===== src/desch_pkg.sv =====
// Shared types, codes and defaults for the elevator disk request scheduler.
// No dependencies; every other file of the block imports this package.
`default_nettype none

package desch_pkg;

   localparam int DEF_TABLE_DEPTH  = 16;
   localparam int DEF_MAX_CYLINDER = 199;

   localparam logic CMD_STORE = 1'b0;
   localparam logic CMD_SCHED = 1'b1;

   localparam logic [1:0] STATUS_STORED = 2'd0;
   localparam logic [1:0] STATUS_FULL   = 2'd1;
   localparam logic [1:0] STATUS_SERVED = 2'd2;
   localparam logic [1:0] STATUS_EMPTY  = 2'd3;

   typedef struct packed {
      logic [7:0] id;
      logic [7:0] cylinder;
      logic [7:0] track;
      logic [7:0] record;
   } entry_type;

   typedef struct packed {
      logic start;
      logic sample;
   } scan_ctl_type;

   typedef enum logic [4:0] {
      ST_IDLE   = 5'b00001,
      ST_SCAN   = 5'b00010,
      ST_DECIDE = 5'b00100,
      ST_SHIFT  = 5'b01000,
      ST_DONE   = 5'b10000
   } state_type;

endpackage

`default_nettype wire


===== src/desch_table.sv =====
// Pending request table: one write port and one registered read port.
// Depends on desch_pkg for the entry layout.
`default_nettype none

module desch_table #(
   parameter int TABLE_DEPTH = desch_pkg::DEF_TABLE_DEPTH,
   parameter int IDX_W       = $clog2(TABLE_DEPTH)
) (
   input  wire                     clock,
   input  wire                     wr_en,
   input  wire [IDX_W-1:0]         wr_addr,
   input  desch_pkg::entry_type    wr_data,
   input  wire [IDX_W-1:0]         rd_addr,
   output desch_pkg::entry_type    rd_data_ff
);
   import desch_pkg::*;

   entry_type mem [TABLE_DEPTH];

   always_ff @(posedge clock) begin
      if (wr_en) begin
         mem[wr_addr] <= wr_data;
      end
      rd_data_ff <= mem[rd_addr];
   end

endmodule

`default_nettype wire


===== src/desch_select.sv =====
// Shared compare unit that sees one table entry per cycle and keeps the best
// candidate on the head cylinder, above it and below it. Depends on desch_pkg.
`default_nettype none

module desch_select #(
   parameter int TABLE_DEPTH = desch_pkg::DEF_TABLE_DEPTH,
   parameter int IDX_W       = $clog2(TABLE_DEPTH)
) (
   input  wire                     clock,
   input  wire                     reset,
   input  desch_pkg::scan_ctl_type scan_ctl,
   input  desch_pkg::entry_type    smp_entry,
   input  wire [IDX_W-1:0]         smp_idx,
   input  wire [7:0]               head_cylinder,
   input  wire [7:0]               head_track,
   input  wire [7:0]               head_record,
   input  wire                     sweep_down,
   output desch_pkg::entry_type    pick_entry,
   output logic [IDX_W-1:0]        pick_idx,
   output logic                    pick_down
);
   import desch_pkg::*;

   logic             on_found_ff, on_found_in;
   logic             up_found_ff, up_found_in;
   logic             dn_found_ff, dn_found_in;
   entry_type        on_ent_ff, on_ent_in;
   entry_type        up_ent_ff, up_ent_in;
   entry_type        dn_ent_ff, dn_ent_in;
   logic [IDX_W-1:0] on_idx_ff, on_idx_in;
   logic [IDX_W-1:0] up_idx_ff, up_idx_in;
   logic [IDX_W-1:0] dn_idx_ff, dn_idx_in;
   logic [8:0]       on_dist_ff, on_dist_in;

   logic [7:0] trk_diff;
   logic [7:0] rec_diff;
   logic [8:0] cand_dist;

   assign trk_diff = (smp_entry.track > head_track) ? smp_entry.track - head_track
                                                    : head_track - smp_entry.track;
   assign rec_diff = (smp_entry.record > head_record) ? smp_entry.record - head_record
                                                      : head_record - smp_entry.record;
   assign cand_dist = {1'b0, trk_diff} + {1'b0, rec_diff};

   always_comb begin
      on_found_in = on_found_ff;
      up_found_in = up_found_ff;
      dn_found_in = dn_found_ff;
      on_ent_in   = on_ent_ff;
      up_ent_in   = up_ent_ff;
      dn_ent_in   = dn_ent_ff;
      on_idx_in   = on_idx_ff;
      up_idx_in   = up_idx_ff;
      dn_idx_in   = dn_idx_ff;
      on_dist_in  = on_dist_ff;
      if (scan_ctl.start) begin
         on_found_in = 1'b0;
         up_found_in = 1'b0;
         dn_found_in = 1'b0;
      end else if (scan_ctl.sample) begin
         // Strict compares keep the earliest entry on ties.
         if (smp_entry.cylinder == head_cylinder) begin
            if (!on_found_ff || cand_dist < on_dist_ff) begin
               on_found_in = 1'b1;
               on_ent_in   = smp_entry;
               on_idx_in   = smp_idx;
               on_dist_in  = cand_dist;
            end
         end else if (smp_entry.cylinder > head_cylinder) begin
            if (!up_found_ff || smp_entry.cylinder < up_ent_ff.cylinder) begin
               up_found_in = 1'b1;
               up_ent_in   = smp_entry;
               up_idx_in   = smp_idx;
            end
         end else begin
            if (!dn_found_ff || smp_entry.cylinder > dn_ent_ff.cylinder) begin
               dn_found_in = 1'b1;
               dn_ent_in   = smp_entry;
               dn_idx_in   = smp_idx;
            end
         end
      end
   end

   always_comb begin
      pick_entry = on_ent_ff;
      pick_idx   = on_idx_ff;
      pick_down  = sweep_down;
      if (!on_found_ff) begin
         if (!sweep_down) begin
            if (up_found_ff) begin
               pick_entry = up_ent_ff;
               pick_idx   = up_idx_ff;
               pick_down  = 1'b0;
            end else begin
               pick_entry = dn_ent_ff;
               pick_idx   = dn_idx_ff;
               pick_down  = 1'b1;
            end
         end else begin
            if (dn_found_ff) begin
               pick_entry = dn_ent_ff;
               pick_idx   = dn_idx_ff;
               pick_down  = 1'b1;
            end else begin
               pick_entry = up_ent_ff;
               pick_idx   = up_idx_ff;
               pick_down  = 1'b0;
            end
         end
      end
   end

   always_ff @(posedge clock) begin
      if (reset) begin
         on_found_ff <= 1'b0;
         up_found_ff <= 1'b0;
         dn_found_ff <= 1'b0;
      end else begin
         on_found_ff <= on_found_in;
         up_found_ff <= up_found_in;
         dn_found_ff <= dn_found_in;
      end
      on_ent_ff  <= on_ent_in;
      up_ent_ff  <= up_ent_in;
      dn_ent_ff  <= dn_ent_in;
      on_idx_ff  <= on_idx_in;
      up_idx_ff  <= up_idx_in;
      dn_idx_ff  <= dn_idx_in;
      on_dist_ff <= on_dist_in;
   end

endmodule

`default_nettype wire


===== src/disk_request_elevator_scheduler.sv =====
// Top level of the elevator disk request scheduler: sequencer, head state and
// result register. Depends on desch_pkg, desch_table and desch_select.
//
//   Channel   Ports                          Direction   Beat
//   request   req_valid/req_ready, req_*     in          one store or schedule command
//   response  rsp_valid/rsp_ready, rsp_*     out         one result per command
//
// A store goes from idle straight to the done state. A schedule with N pending
// entries makes one table read per cycle through the compare unit, then one read
// and one write per cycle to close the gap left by the served entry.
// Reset is synchronous and empties the table; no clearing pass is needed.
// A new command is taken while an earlier result waits; a stalled response
// holds the next result inside until the output register frees.
`default_nettype none

module disk_request_elevator_scheduler #(
   parameter int TABLE_DEPTH  = desch_pkg::DEF_TABLE_DEPTH,
   parameter int MAX_CYLINDER = desch_pkg::DEF_MAX_CYLINDER
) (
   input  wire        clock,
   input  wire        reset,
   input  wire        req_valid,
   output logic       req_ready,
   input  wire        req_cmd,
   input  wire [7:0]  req_id,
   input  wire [7:0]  req_cylinder,
   input  wire [7:0]  req_track,
   input  wire [7:0]  req_record,
   output logic       rsp_valid,
   input  wire        rsp_ready,
   output logic [1:0] rsp_status,
   output logic [7:0] rsp_out_id,
   output logic [7:0] rsp_out_cylinder,
   output logic [7:0] rsp_out_track,
   output logic [7:0] rsp_out_record,
   output logic       rsp_out_direction
);
   import desch_pkg::*;

   localparam int IDX_W = $clog2(TABLE_DEPTH);
   localparam int CNT_W = $clog2(TABLE_DEPTH + 1);

   state_type        state_ff, state_in;
   logic [CNT_W-1:0] count_ff, count_in;
   logic [7:0]       head_cyl_ff, head_cyl_in;
   logic [7:0]       head_trk_ff, head_trk_in;
   logic [7:0]       head_rec_ff, head_rec_in;
   logic             sweep_down_ff, sweep_down_in;
   logic [1:0]       res_status_ff, res_status_in;
   logic [7:0]       res_id_ff, res_id_in;
   logic [CNT_W-1:0] rd_ptr_ff, rd_ptr_in;
   logic [CNT_W-1:0] sh_ptr_ff, sh_ptr_in;
   logic             smp_vld_ff, smp_vld_in;
   logic [IDX_W-1:0] smp_idx_ff, smp_idx_in;
   logic             wr_pend_ff, wr_pend_in;
   logic [IDX_W-1:0] wr_idx_ff, wr_idx_in;
   logic             rsp_valid_ff, rsp_valid_in;
   logic [1:0]       rsp_status_ff, rsp_status_in;
   logic [7:0]       rsp_id_ff, rsp_id_in;
   logic [7:0]       rsp_cyl_ff, rsp_cyl_in;
   logic [7:0]       rsp_trk_ff, rsp_trk_in;
   logic [7:0]       rsp_rec_ff, rsp_rec_in;
   logic             rsp_dir_ff, rsp_dir_in;

   logic             mem_wr_en;
   logic [IDX_W-1:0] mem_wr_addr;
   entry_type        mem_wr_data;
   logic [IDX_W-1:0] mem_rd_addr;
   entry_type        mem_rd_data;
   entry_type        new_entry;
   scan_ctl_type     scan_ctl;
   entry_type        pick_entry;
   logic [IDX_W-1:0] pick_idx;
   logic             pick_down;
   logic [CNT_W-1:0] sh_nxt;

   desch_table #(
      .TABLE_DEPTH (TABLE_DEPTH),
      .IDX_W       (IDX_W)
   ) u_table (
      .clock      (clock),
      .wr_en      (mem_wr_en),
      .wr_addr    (mem_wr_addr),
      .wr_data    (mem_wr_data),
      .rd_addr    (mem_rd_addr),
      .rd_data_ff (mem_rd_data)
   );

   desch_select #(
      .TABLE_DEPTH (TABLE_DEPTH),
      .IDX_W       (IDX_W)
   ) u_select (
      .clock         (clock),
      .reset         (reset),
      .scan_ctl      (scan_ctl),
      .smp_entry     (mem_rd_data),
      .smp_idx       (smp_idx_ff),
      .head_cylinder (head_cyl_ff),
      .head_track    (head_trk_ff),
      .head_record   (head_rec_ff),
      .sweep_down    (sweep_down_ff),
      .pick_entry    (pick_entry),
      .pick_idx      (pick_idx),
      .pick_down     (pick_down)
   );

   assign req_ready = (state_ff == ST_IDLE);
   assign sh_nxt    = sh_ptr_ff + CNT_W'(1);

   always_comb begin
      new_entry.id       = req_id;
      new_entry.cylinder = (32'(req_cylinder) > MAX_CYLINDER) ? 8'(MAX_CYLINDER)
                                                              : req_cylinder;
      new_entry.track    = req_track;
      new_entry.record   = req_record;
   end

   always_comb begin
      state_in      = state_ff;
      count_in      = count_ff;
      head_cyl_in   = head_cyl_ff;
      head_trk_in   = head_trk_ff;
      head_rec_in   = head_rec_ff;
      sweep_down_in = sweep_down_ff;
      res_status_in = res_status_ff;
      res_id_in     = res_id_ff;
      rd_ptr_in     = rd_ptr_ff;
      sh_ptr_in     = sh_ptr_ff;
      smp_vld_in    = smp_vld_ff;
      smp_idx_in    = smp_idx_ff;
      wr_pend_in    = wr_pend_ff;
      wr_idx_in     = wr_idx_ff;
      rsp_valid_in  = rsp_valid_ff && !rsp_ready;
      rsp_status_in = rsp_status_ff;
      rsp_id_in     = rsp_id_ff;
      rsp_cyl_in    = rsp_cyl_ff;
      rsp_trk_in    = rsp_trk_ff;
      rsp_rec_in    = rsp_rec_ff;
      rsp_dir_in    = rsp_dir_ff;
      mem_wr_en     = 1'b0;
      mem_wr_addr   = count_ff[IDX_W-1:0];
      mem_wr_data   = new_entry;
      mem_rd_addr   = rd_ptr_ff[IDX_W-1:0];
      scan_ctl      = '0;

      case (state_ff)
         ST_IDLE: begin
            if (req_valid) begin
               res_id_in = 8'd0;
               if (req_cmd == CMD_STORE) begin
                  state_in = ST_DONE;
                  if (count_ff >= CNT_W'(TABLE_DEPTH)) begin
                     res_status_in = STATUS_FULL;
                  end else begin
                     mem_wr_en     = 1'b1;
                     count_in      = count_ff + CNT_W'(1);
                     res_status_in = STATUS_STORED;
                  end
               end else if (count_ff == '0) begin
                  res_status_in = STATUS_EMPTY;
                  state_in      = ST_DONE;
               end else begin
                  scan_ctl.start = 1'b1;
                  rd_ptr_in      = '0;
                  smp_vld_in     = 1'b0;
                  state_in       = ST_SCAN;
               end
            end
         end
         ST_SCAN: begin
            scan_ctl.sample = smp_vld_ff;
            smp_vld_in      = 1'b0;
            if (rd_ptr_ff < count_ff) begin
               smp_vld_in = 1'b1;
               smp_idx_in = rd_ptr_ff[IDX_W-1:0];
               rd_ptr_in  = rd_ptr_ff + CNT_W'(1);
            end else if (!smp_vld_ff) begin
               state_in = ST_DECIDE;
            end
         end
         ST_DECIDE: begin
            head_cyl_in   = pick_entry.cylinder;
            head_trk_in   = pick_entry.track;
            head_rec_in   = pick_entry.record;
            sweep_down_in = pick_down;
            res_id_in     = pick_entry.id;
            res_status_in = STATUS_SERVED;
            sh_ptr_in     = CNT_W'(pick_idx);
            wr_pend_in    = 1'b0;
            state_in      = ST_SHIFT;
         end
         ST_SHIFT: begin
            mem_wr_en   = wr_pend_ff;
            mem_wr_addr = wr_idx_ff;
            mem_wr_data = mem_rd_data;
            wr_pend_in  = 1'b0;
            if (sh_nxt < count_ff) begin
               mem_rd_addr = sh_nxt[IDX_W-1:0];
               wr_pend_in  = 1'b1;
               wr_idx_in   = sh_ptr_ff[IDX_W-1:0];
               sh_ptr_in   = sh_nxt;
            end else if (!wr_pend_ff) begin
               count_in = count_ff - CNT_W'(1);
               state_in = ST_DONE;
            end
         end
         ST_DONE: begin
            if (!rsp_valid_ff || rsp_ready) begin
               rsp_valid_in  = 1'b1;
               rsp_status_in = res_status_ff;
               rsp_id_in     = res_id_ff;
               rsp_cyl_in    = head_cyl_ff;
               rsp_trk_in    = head_trk_ff;
               rsp_rec_in    = head_rec_ff;
               rsp_dir_in    = sweep_down_ff;
               state_in      = ST_IDLE;
            end
         end
         default: begin
            state_in = ST_IDLE;
         end
      endcase
   end

   always_ff @(posedge clock) begin
      if (reset) begin
         state_ff      <= ST_IDLE;
         count_ff      <= '0;
         head_cyl_ff   <= 8'd0;
         head_trk_ff   <= 8'd0;
         head_rec_ff   <= 8'd0;
         sweep_down_ff <= 1'b0;
         rd_ptr_ff     <= '0;
         sh_ptr_ff     <= '0;
         smp_vld_ff    <= 1'b0;
         wr_pend_ff    <= 1'b0;
         rsp_valid_ff  <= 1'b0;
      end else begin
         state_ff      <= state_in;
         count_ff      <= count_in;
         head_cyl_ff   <= head_cyl_in;
         head_trk_ff   <= head_trk_in;
         head_rec_ff   <= head_rec_in;
         sweep_down_ff <= sweep_down_in;
         rd_ptr_ff     <= rd_ptr_in;
         sh_ptr_ff     <= sh_ptr_in;
         smp_vld_ff    <= smp_vld_in;
         wr_pend_ff    <= wr_pend_in;
         rsp_valid_ff  <= rsp_valid_in;
      end
      res_status_ff <= res_status_in;
      res_id_ff     <= res_id_in;
      smp_idx_ff    <= smp_idx_in;
      wr_idx_ff     <= wr_idx_in;
      rsp_status_ff <= rsp_status_in;
      rsp_id_ff     <= rsp_id_in;
      rsp_cyl_ff    <= rsp_cyl_in;
      rsp_trk_ff    <= rsp_trk_in;
      rsp_rec_ff    <= rsp_rec_in;
      rsp_dir_ff    <= rsp_dir_in;
   end

   assign rsp_valid         = rsp_valid_ff;
   assign rsp_status        = rsp_status_ff;
   assign rsp_out_id        = rsp_id_ff;
   assign rsp_out_cylinder  = rsp_cyl_ff;
   assign rsp_out_track     = rsp_trk_ff;
   assign rsp_out_record    = rsp_rec_ff;
   assign rsp_out_direction = rsp_dir_ff;

endmodule

`default_nettype wire


===== config.mk =====
export PLATFORM = sky130hd
export DESIGN_NAME = disk_request_elevator_scheduler
export DESIGN_NICKNAME = d
export VERILOG_FILES = /design/src/desch_pkg.sv /design/src/desch_table.sv /design/src/desch_select.sv /design/src/disk_request_elevator_scheduler.sv
export SDC_FILE = /design/constraint.sdc
export NUM_CORES = 1
export LEC_CHECK = 0
export BUFFER_PORTS_ARGS = -buffer_cell sky130_fd_sc_hd__buf_4
export CAP_MARGIN = 20
export CORE_UTILIZATION = 40
export CTS_BUF_LIST = sky130_fd_sc_hd__clkbuf_16
export CTS_CLUSTER_SIZE = 40
export DETAILED_ROUTE_END_ITERATION = 7
export GPL_TIMING_DRIVEN = 0
export PLACE_DENSITY_LB_ADDON = 0.3
export SYNTH_ARGS = -nofsm -noshare
export SYNTH_HDL_FRONTEND = slang
export SYNTH_SLANG_ARGS = --single-unit

===== constraint.sdc =====
create_clock -name clock -period 6.7 [get_ports clock]
set_clock_uncertainty 0.15 [all_clocks]
set_input_delay 0.67 -clock clock [delete_from_list [all_inputs] [get_ports clock]]
set_output_delay 0.67 -clock clock [all_outputs]
set_load 0.03 [all_outputs]

==> results of run 1 <==
==> through the flow <==
stage	power [W]	area, um2	setup TNS, ns	setup slack (ns)	hold WS [ns]
global route	0.0111	36100	0	0.0855	0.137
floorplan	0.00618	31100	0	0.655	0.250
finish	0.0107	36100	0	0.403	0.149
CTS	0.0108	36100	0	0.216	0.114
detailed placement	0.00659	33600	0	0.237	0.258
global placement	0.00652	32900	-50.62	-1.13	0.267
==> registers in the layout (all words and copies together) (netlist names), 5 cells and up <==
| register | count |
|---|---|
| count_ff | 5 |
| head_cyl_ff | 8 |
| head_rec_ff | 8 |
| head_trk_ff | 8 |
| rd_ptr_ff | 5 |
| res_id_ff | 8 |
| rsp_out_cylinder | 8 |
| rsp_out_id | 8 |
| rsp_out_record | 8 |
| rsp_out_track | 8 |
| sh_ptr_ff | 5 |
| state_ff | 5 |
| u_select.dn_ent_ff | 32 |
| u_select.on_dist_ff | 9 |
| u_select.on_ent_ff | 32 |
| u_select.up_ent_ff | 32 |
| u_table.mem | 512 |
| u_table.rd_data_ff | 32 |
==> final cells by class <==
cell class	instances	area share (%)
Clock inverter	61	1.35
Clock buffer	79	5.47
Inverter	93	0.966
Sequential cell	765	61.3
Timing Repair Buffer	107	3.02
Buffer	89	1.14
Tap cell	1030	3.57
Multi-Input combinational cell	1117	23.2
==> metal layers <==
metal	global-route usage [%]	part of all wire [%]	routed length [um]
met3	4.53	8.3	6790
met1	27.9	42	34400
met4	7.73	3.4	2780
met2	33.2	46	38100
met5	0	0.019	16
==> where the power goes <==
part,total [W],switching [W],internal [W]
Combinational,0.00104,0.000647,0.000388
Clock,0.00421,0.00182,0.00239
Sequential,0.00548,0.000108,0.00537
Total,0.0107,0.00257,0.00815
==> layout by cell type, fill, tap and decap left out, types with 6 or more instances in the layout <==
master and instances:
nor3_1 9, clkinv_2 18, buf_2 45, nor2_4 17, fa_1 6, nand3_1 20, clkbuf_1 25, nand2_1 93
or4_1 33, ha_1 82, inv_1 106, nor2_1 125, mux2i_1 307, nand4_1 12, nor2b_1 7, buf_4 87
a21oi_1 100, bufinv_16 6, nand2b_1 11, buf_1 16, xnor2_1 24, edfxtp_1 682, a21o_1 17, dfxtp_1 83
o22ai_1 130, a31oi_1 10, o21ai_0 33, clkbuf_16 79, clkinv_1 16, buf_12 18, o21ai_1 7
==> cell usage after synthesis, types with 3 or more instances <==
master | instances | area, um2
o21ai_0 | 39 | 195
edfxtp_1 | 682 | 20500
nand2b_1 | 11 | 68.8
inv_1 | 92 | 345
o21bai_1 | 5 | 37.5
nand2_1 | 93 | 349
nor3b_1 | 5 | 37.5
a21boi_0 | 3 | 22.5
nand4_1 | 12 | 75.1
mux2_2 | 5 | 56.3
buf_1 | 16 | 60.1
o211ai_1 | 4 | 30.0
o21a_1 | 3 | 22.5
xnor2_1 | 24 | 210
o22ai_1 | 130 | 813
xor2_1 | 5 | 43.8
clkbuf_1 | 25 | 93.8
nand3b_1 | 5 | 37.5
nor2_1 | 142 | 533
ha_1 | 82 | 1030
a21o_1 | 17 | 128
a31oi_1 | 12 | 75.1
buf_2 | 43 | 215
and3_1 | 3 | 18.8
buf_4 | 4 | 30.0
dfxtp_1 | 83 | 1660
nor3_1 | 9 | 45.0
a21oi_1 | 101 | 505
or4_1 | 33 | 248
mux2i_1 | 307 | 3070
fa_1 | 6 | 120
a31o_2 | 3 | 26.3
nand3_1 | 20 | 100
nor2b_1 | 7 | 43.8
o2111ai_1 | 3 | 26.3
==> worst min path at each step <==
stage,start,end,slack (ns)
2_1_floorplan,res_id_ff[0]$_SDFFCE_PN0P_,rsp_out_id[0]$_DFFE_PP_,0.25
3_3_place_gp,res_id_ff[2]$_SDFFCE_PN0P_,rsp_out_id[2]$_DFFE_PP_,0.27
3_5_place_dp,res_id_ff[1]$_SDFFCE_PN0P_,rsp_out_id[1]$_DFFE_PP_,0.26
4_1_cts,req_valid,state_ff[0]$_SDFFE_PP1P_,0.11
5_1_grt,req_valid,state_ff[0]$_SDFFE_PP1P_,0.14
6_report,req_valid,state_ff[0]$_SDFFE_PP1P_,0.15
==> logic make-up after synthesis <==
logic type,Yosys count,synth area share (%)
buf+inv,182,2.44
fa+ha+maj,88,3.69
mux,312,10.1
simple gates,350,5.23
xor+xnor,29,0.817
compound gates,337,6.55
flops,765,71.2
==> worst max-delay path, cell delays in order (launching register included) <==
cell      delay (ns)
dfxtp_1         0.39
inv_1           0.22
ha_1            0.18
inv_1           0.06
fa_1            0.41
a21o_1          0.20
a21oi_1         0.32
o21ai_0         0.17
o21ai_2         0.42
mux2_2          0.44
fa_1            0.43
a21oi_1         0.14
nor2_1          0.05
nor2_1          0.16
o21bai_1        0.08
a21oi_1         0.21
xnor2_1         0.18
ha_1            0.27
or2_2           0.27
a21oi_1         0.14
a21oi_1         0.17
a31oi_2         0.83
==> flow_summary.yaml, run 1 <==
floorplan:
  die_x_um: 281
  die_h_um: 281
  dieArea_um2: 78900
  ioPinCount: 74
  rows: 101
  start_util_pct: 40.7
  core_um2: 76500
worst_setup_path:
  arrival_ns: 6.40
  r2r_start: "u_table.rd_data_ff[8]$_DFF_P_"
  worstSetupStartpointType: "flip-flop"
  cp-startpoint: "u_table.rd_data_ff[8]$_DFF_P_"
  r2r_slack_ns: 0.40
  end_kind: "flip-flop"
  timing.rr.end: "u_select.on_ent_ff[28]$_DFFE_PP_"
  cp_max_fo: 10
  reg2regPathDepth: 21
  crit_path_end: "u_select.on_ent_ff[28]$_DFFE_PP_"
  required_ns: 6.80
  critPathKind: "flip-flop to flip-flop"
sta:
  max_freq_mhz: 159
  fin_crit_sh_pct: 94.0
  tightest_slew_ns: 1.11
  setup_violations: 0
  fin_crit_ns: 6.30
  slew_headroom_pct: 25.7
  rsz0062_at_grt: "no"
  slew_viol_final: 0
  hold_viol: 0
cells_and_area:
  areaGrowthSynthToFinish_pct: 16.2
  multi_input_area_um2: 8380
  antennaDiodeCount: 0
  register_area_um2: 22100
  drive_gt1_share_pct: 13.1
  fin_cells: 3341
  fin_util_pct: 47.2
  nFillCells: 6578
  nets: 2375
worst_hold_path:
  hold_depth: 2
  hp-class: "input port to flip-flop"
grt:
  grt_max_degree: 26
  grt_pass1_wl_mm: 118
  grt_overflow: 0
  antenna_found_initial: 6
  grt_usage_pct: 20.8
  grt_pass1_vias: 18300
synthesis:
  netlist_instances: 2063
  ys_seq_elements: 765
  ys_seq_area_share_pct: 71.2
  syn_nets: 2188
  ys_warn_count: 0
  synth_edf_count: 682
  synthFlopType: "edfxtp_1"
  syn_avg_cell_area_um2: 15.1
  ys_async_sr_fraction_pct: 0
  netlist_area_um2: 31100
  ys_types: 56
detailed_routing:
  drc: 0
  via_per_inst: 5.50
  first_pass_iters: 5
  ant_nets: 0
  wire_per_inst_um: 24.6
  routed_wl_mm: 82.1
  drtIter0Drc: 1825
  vias: 18400
cts:
  cts_sinks: 765
  clockRootBuffer: "clkbuf_16"
  cts_max_level: 3
  cts.hold.buffers_added: 0
  cts.clk_slew.worst_paths_ns: 0.06
  clock_path_buffers: 3
  postCtsSetupBuffers: 0
  cts_resized: 0
  cts_buffers: 77
  cts_tree: "yes"
  clkLatencyLatePin_ns: 0.64
power:
  leakagePower_nw: 14.1
  power-per-cell-area_nw_per_um2: 297
  ir_worst_vdd_v: 0.000163
run:
  cap_violations: 0
placed_design:
  place.gp.congestion: 0.863
  io_buffer_count: 72
  place_inst: 3200
  dpl.hpwl_mm: 53.8
run_status:
  status: "finished, final reports clean"
Power figures use the tool's default switching activity.
==> run 2: changes to the inputs <==
Settings changed: ABC_AREA set to 1.
==> flow_summary.yaml, run 2 <==
power:
  netSwitchingPower_w: 0.00291
  swShare_pct: 26.0
  comb_power_share_pct: 12.1
  power-per-cell-area_nw_per_um2: 280
  power_w: 0.0112
  clkPwrFrac_pct: 38.4
  ir_worst_vdd_v: 0.000259
  p_seq_share_pct: 49.5
  internal-power_w: 0.00828
  leakagePower_nw: 16.5
synthesis:
  syn_nets: 3485
  syn_avg_cell_area_um2: 10.4
  synth_area_leaders: "edfxtp_1 (59%), nand3_1 (8.1%), inv_1 (6.3%)"
  synth_edf_count: 682
  synth_top_area_share_pct: 58.9
  ys_async_sr_fraction_pct: 0
  synth_top_area_cell: "edfxtp_1"
  netlist_instances: 3360
  netlist_area_um2: 34800
  synth_top_cells_by_count: "edfxtp_1 (682), inv_1 (588), nand2_1 (585), nand3_1 (561), o21ai_0 (120)"
  ys_seq_area_share_pct: 63.7
  ys_types: 47
  yosysMostFrequentCell: "edfxtp_1"
  ys_warn_count: 0
  ys_seq_elements: 765
  synthFlopType: "edfxtp_1"
detailed_routing:
  wire_per_inst_um: 21.7
  ant_nets: 0
  via_per_inst: 5.26
  drtIter0Drc: 2862
  first_pass_iters: 6
  routed_wl_mm: 103
  drc: 0
  vias: 25000
placed_design:
  place_inst: 4609
  place.gp.congestion: 0.875
  io_buffer_count: 73
  dpl.hpwl_mm: 72.6
cts:
  cts_resized: 0
  postCtsSetupBuffers: 0
  cts_sinks: 765
  clkLatencyLatePin_ns: 0.64
  cts.hold.buffers_added: 0
  cts_tree: "yes"
  clock_path_buffers: 3
  clockRootBuffer: "clkbuf_16"
  cts_max_level: 3
  cts_buffers: 80
  cts.clk_slew.worst_paths_ns: 0.06
cells_and_area:
  fin_cells: 4756
  areaGrowthSynthToFinish_pct: 15.0
  largest_register_ffs: 512
  drive_gt1_share_pct: 9.11
  fin_util_pct: 46.7
  largest_register: "u_table.mem"
  nets: 3673
  nFillCells: 7880
  final_cell_mix: "edfxtp_1 (682), inv_1 (606), nand2_1 (585)"
  final_common_cell: "edfxtp_1"
sta:
  slew_headroom_pct: 27.6
  fin_crit_ns: 6.17
  fin_crit_sh_pct: 92.1
  setup_violations: 0
  tightest_slew_ns: 1.09
  max_freq_mhz: 162
  rsz0062_at_grt: "no"
  hold_viol: 0
  slew_viol_final: 0
worst_setup_path:
  max_stage_delay_ns: 0.85
  end_kind: "flip-flop"
  cpMaxStageDelayCell: "a21oi_2"
  critPathKind: "flip-flop to flip-flop"
  arrival_ns: 6.27
  worstSetupStartpointType: "flip-flop"
  path_common_cell: "nand2_1"
  cp_max_fo: 10
  required_ns: 6.80
floorplan:
  ioPinCount: 74
  dieArea_um2: 88100
  die_h_um: 297
  die_x_um: 297
  rows: 107
  start_util_pct: 40.6
  core_um2: 85700
grt:
  grt_max_degree: 28
  antenna_found_initial: 2
  grt_pass1_vias: 23400
  grt_overflow: 0
  grt_pass1_wl_mm: 152
  grt_usage_pct: 23.1
run_status:
  status: "finished, final reports clean"
worst_hold_path:
  hp-class: "input port to flip-flop"
run:
  cap_violations: 0
-- run 2: cell families (layout without fill, tap and decap cells) --
| family | Yosys count | in the layout | share of synthesized area, % |
|---|---|---|---|
| AND/OR/NAND/NOR | 1384 | 1384 | 18.2 |
| XOR/XNOR | 25 | 25 | 0.630 |
| flip-flops | 765 | 765 | 63.7 |
| buffers and inverters | 763 | 1013 | 8.58 |
| multiplexers | 1 | 1 | 0.0288 |
| other | 0 | 1 | 0 |
| AO/OA/AOI/OAI | 334 | 335 | 5.57 |
| adder cells (fa/ha/maj) | 88 | 88 | 3.30 |
-- run 2: worst max-delay path: cells and delay by family (launching register included) --
kind | cells | cell delay [ns]
AND/OR/NAND/NOR | 12 | 1.04
AO/OA/AOI/OAI | 9 | 2.64
flip-flops | 1 | 0.37
adder cells (fa/ha/maj) | 3 | 0.88
XOR/XNOR | 1 | 0.21
buffers and inverters | 3 | 0.49
-- run 2: final timing paths --
| kind | start | to | slack (ns) | depth (start not counted) |
|---|---|---|---|---|
| worst max-delay path | head_trk_ff[3]$_SDFFE_PP0P_ | u_select.on_ent_ff[21]$_DFFE_PP_ | 0.53 | 28 |
| worst min-delay path | req_cmd | res_status_ff[1]$_SDFFCE_PP1P_ | 0.18 | 2 |
| worst max register to register | head_trk_ff[3]$_SDFFE_PP0P_ | u_select.on_ent_ff[21]$_DFFE_PP_ | 0.53 | 28 |
| worst min register to register | res_id_ff[6]$_SDFFCE_PN0P_ | rsp_out_id[6]$_DFFE_PP_ | 0.27 | 0 |
-- run 2: stage by stage --
stage / TNS (ns) / cell area [um2] / worst slack, ns / hold WS (ns)
2_1_floorplan: 0 / 34800 / 0.126 / 0.250
3_3_place_gp: -102.28 / 36800 / -2.28 / 0.255
3_5_place_dp: 0 / 37500 / 0.459 / 0.255
4_1_cts: 0 / 40000 / 0.423 / 0.159
5_1_grt: 0 / 40000 / 0.0520 / 0.166
6_report: 0 / 40000 / 0.532 / 0.176
-- run 2: layout make-up --
cell class                 count  area, um2  area share [%]
multi-input combinational   1833       9840            24.6
buffer                       172        766            1.91
timing repair buffer         105       1090            2.72
sequential                   765      22100            55.4
inverter                     591       2220            5.55
tap                         1144       1430            3.58
antenna                        1       2.50         0.00626
clock buffer                  82       2050            5.13
clock inverter                63        454            1.14
-- run 2: power groups by stage --
stage / clock, W / combinational, W / sequential (W)
final: 0.00430 / 0.00135 / 0.00554
after global routing: 0.00453 / 0.00152 / 0.00555
after CTS: 0.00434 / 0.00135 / 0.00554
after detailed placement: 0 / 0.00134 / 0.00564
after global placement: 0 / 0.00124 / 0.00565
after floorplan: 0 / 0.000826 / 0.00564
-- run 2: per-layer routing --
metal	GRT usage, %	vias to the layer above	part of all wire, %
li1	-	11700	-
met1	31.2	12000	41
met2	37.1	1105	46
met3	4.07	190	8.6
met4	8.43	0	3.6
met5	0	-	0
==> run 3: changes to the inputs <==
Settings changed: CTS_BUF_LIST sky130_fd_sc_hd__clkbuf_16 to sky130_fd_sc_hd__clkbuf_4 sky130_fd_sc_hd__clkbuf_8.
==> flow_summary.yaml, run 3 (synthesized netlist as in run 2, its figures left out) <==
floorplan:
  die_h_um: 297
  start_util_pct: 40.6
  core_um2: 85700
  die_x_um: 297
  ioPinCount: 74
  rows: 107
  dieArea_um2: 88100
sta:
  hold_viol: 0
  fin_crit_sh_pct: 91.9
  max_freq_mhz: 162
  setup_tns_ns: 0
  slew_viol_final: 0
  slew_headroom_pct: 26.0
  fin_crit_ns: 6.16
  setup_ws_ns: 0.545
  tightest_slew_ns: 1.11
  rsz0062_at_grt: "no"
  setup_violations: 0
detailed_routing:
  wire_per_inst_um: 21.3
  ant_nets: 0
  drtIter0Drc: 2481
  drc: 0
  routed_wl_mm: 103
  first_pass_iters: 6
  via_per_inst: 5.20
  vias: 25200
cts:
  cts_max_level: 3
  cts.clk_slew.worst_paths_ns: 0.06
  clkLatencyLatePin_ns: 0.78
  cts_resized: 0
  cts_tree: "yes"
  cts_buffers: 121
  cts_sinks: 765
  clock_path_buffers: 3
  clockRootBuffer: "clkbuf_8"
grt:
  grt_pass1_wl_mm: 152
  grt_overflow: 0
  grt_usage_pct: 23.1
  grt_pass1_vias: 23600
  grt_max_degree: 28
  antenna_found_initial: 3
worst_hold_path:
  hp-class: "input port to flip-flop"
cells_and_area:
  final_common_cell: "edfxtp_1"
  drive_gt1_share_pct: 11.9
  fin_util_pct: 46.7
  final_cell_mix: "edfxtp_1 (682), inv_1 (588), nand2_1 (585)"
  largest_register_ffs: 512
  finalInstanceArea_um2: 40000
  nets: 3715
  areaGrowthSynthToFinish_pct: 15.1
  largest_register: "u_table.mem"
  fin_cells: 4840
  nFillCells: 7968
run_status:
  status: "finished, final reports clean"
placed_design:
  pre_cts_slack_ns: 0.459
  place.gp.congestion: 0.875
  place_area_um2: 37500
  place_inst: 4609
  io_buffer_count: 73
  dpl.hpwl_mm: 72.6
worst_setup_path:
  arrival_ns: 6.45
  cp_top_family: "compound AO/OA/AOI/OAI gates"
  path_common_cell: "nand2_1"
  critPathKind: "flip-flop to flip-flop"
  cpMaxStageDelayCell: "a21oi_4"
  crit_buf_inv: 4
  worstSetupStartpointType: "flip-flop"
  required_ns: 7.00
  cp_max_fo: 26
  max_stage_delay_ns: 0.63
  end_kind: "flip-flop"
power:
  power-per-cell-area_nw_per_um2: 274
  ir_worst_vdd_v: 0.000220
  leakagePower_nw: 16.6
run:
  cap_violations: 0
[run 3: worst paths after layout]
kind	startpoint	end	slack [ns]	cells past startpoint
worst min-delay path	req_valid	state_ff[0]$_SDFFE_PP1P_	0.1	4
worst max register to register	head_trk_ff[3]$_SDFFE_PP0P_	u_select.on_dist_ff[5]$_DFFE_PP_	0.54	29
worst max-delay path	head_trk_ff[3]$_SDFFE_PP0P_	u_select.on_dist_ff[5]$_DFFE_PP_	0.54	29
worst min register to register	res_id_ff[7]$_SDFFCE_PN0P_	rsp_out_id[7]$_DFFE_PP_	0.27	0
[run 3: cell type report]
cell class                      count  area, um2  area share [%]
Sequential cell                   765      22100            55.3
Buffer                            172        766            1.91
Antenna cell                        1       2.50         0.00625
Multi-Input combinational cell   1833       9840            24.6
Tap cell                         1144       1430            3.58
Clock buffer                      189       2280            5.69
Clock inverter                     39        245           0.613
Timing Repair Buffer              106       1100            2.74
Inverter                          591       2220            5.54
[run 3: metrics by stage]
stage | total power, W | hold WS [ns]
finish | 0.0110 | 0.0959
global placement | 0.00689 | 0.255
global route | 0.0114 | 0.0953
CTS | 0.0110 | 0.0425
floorplan | 0.00646 | 0.250
detailed placement | 0.00698 | 0.255
[run 3: report_power, final]
group          internal, W  total [W]  switching [W]
registers          0.00542    0.00554       0.000118
clock network      0.00221    0.00409        0.00188
logic             0.000439    0.00135       0.000913
[run 3: what timing repair did]
item	in CTS	in global routing
setup buffers	0	0
setup endpoints to repair	0	26
hold endpoints to repair	1	0
hold buffers	1	0
[run 3: routing by layer]
layer  vias up  part of all wire, %  track usage (%)  wire length, um
met5         -                    0                0                0
met1     12000                   41             31.2            42700
met2      1140                   46             37.2            47800
met4         0                  3.4             7.89             3550
met3       195                  9.0             4.69             9270
li1      11800                    -                -                -
[run 3: worst min-delay path, cell delays in order]
cell and delay (ns):
buf_4 0.12, inv_1 0.04, nand2_1 0.07, o211ai_1 0.07
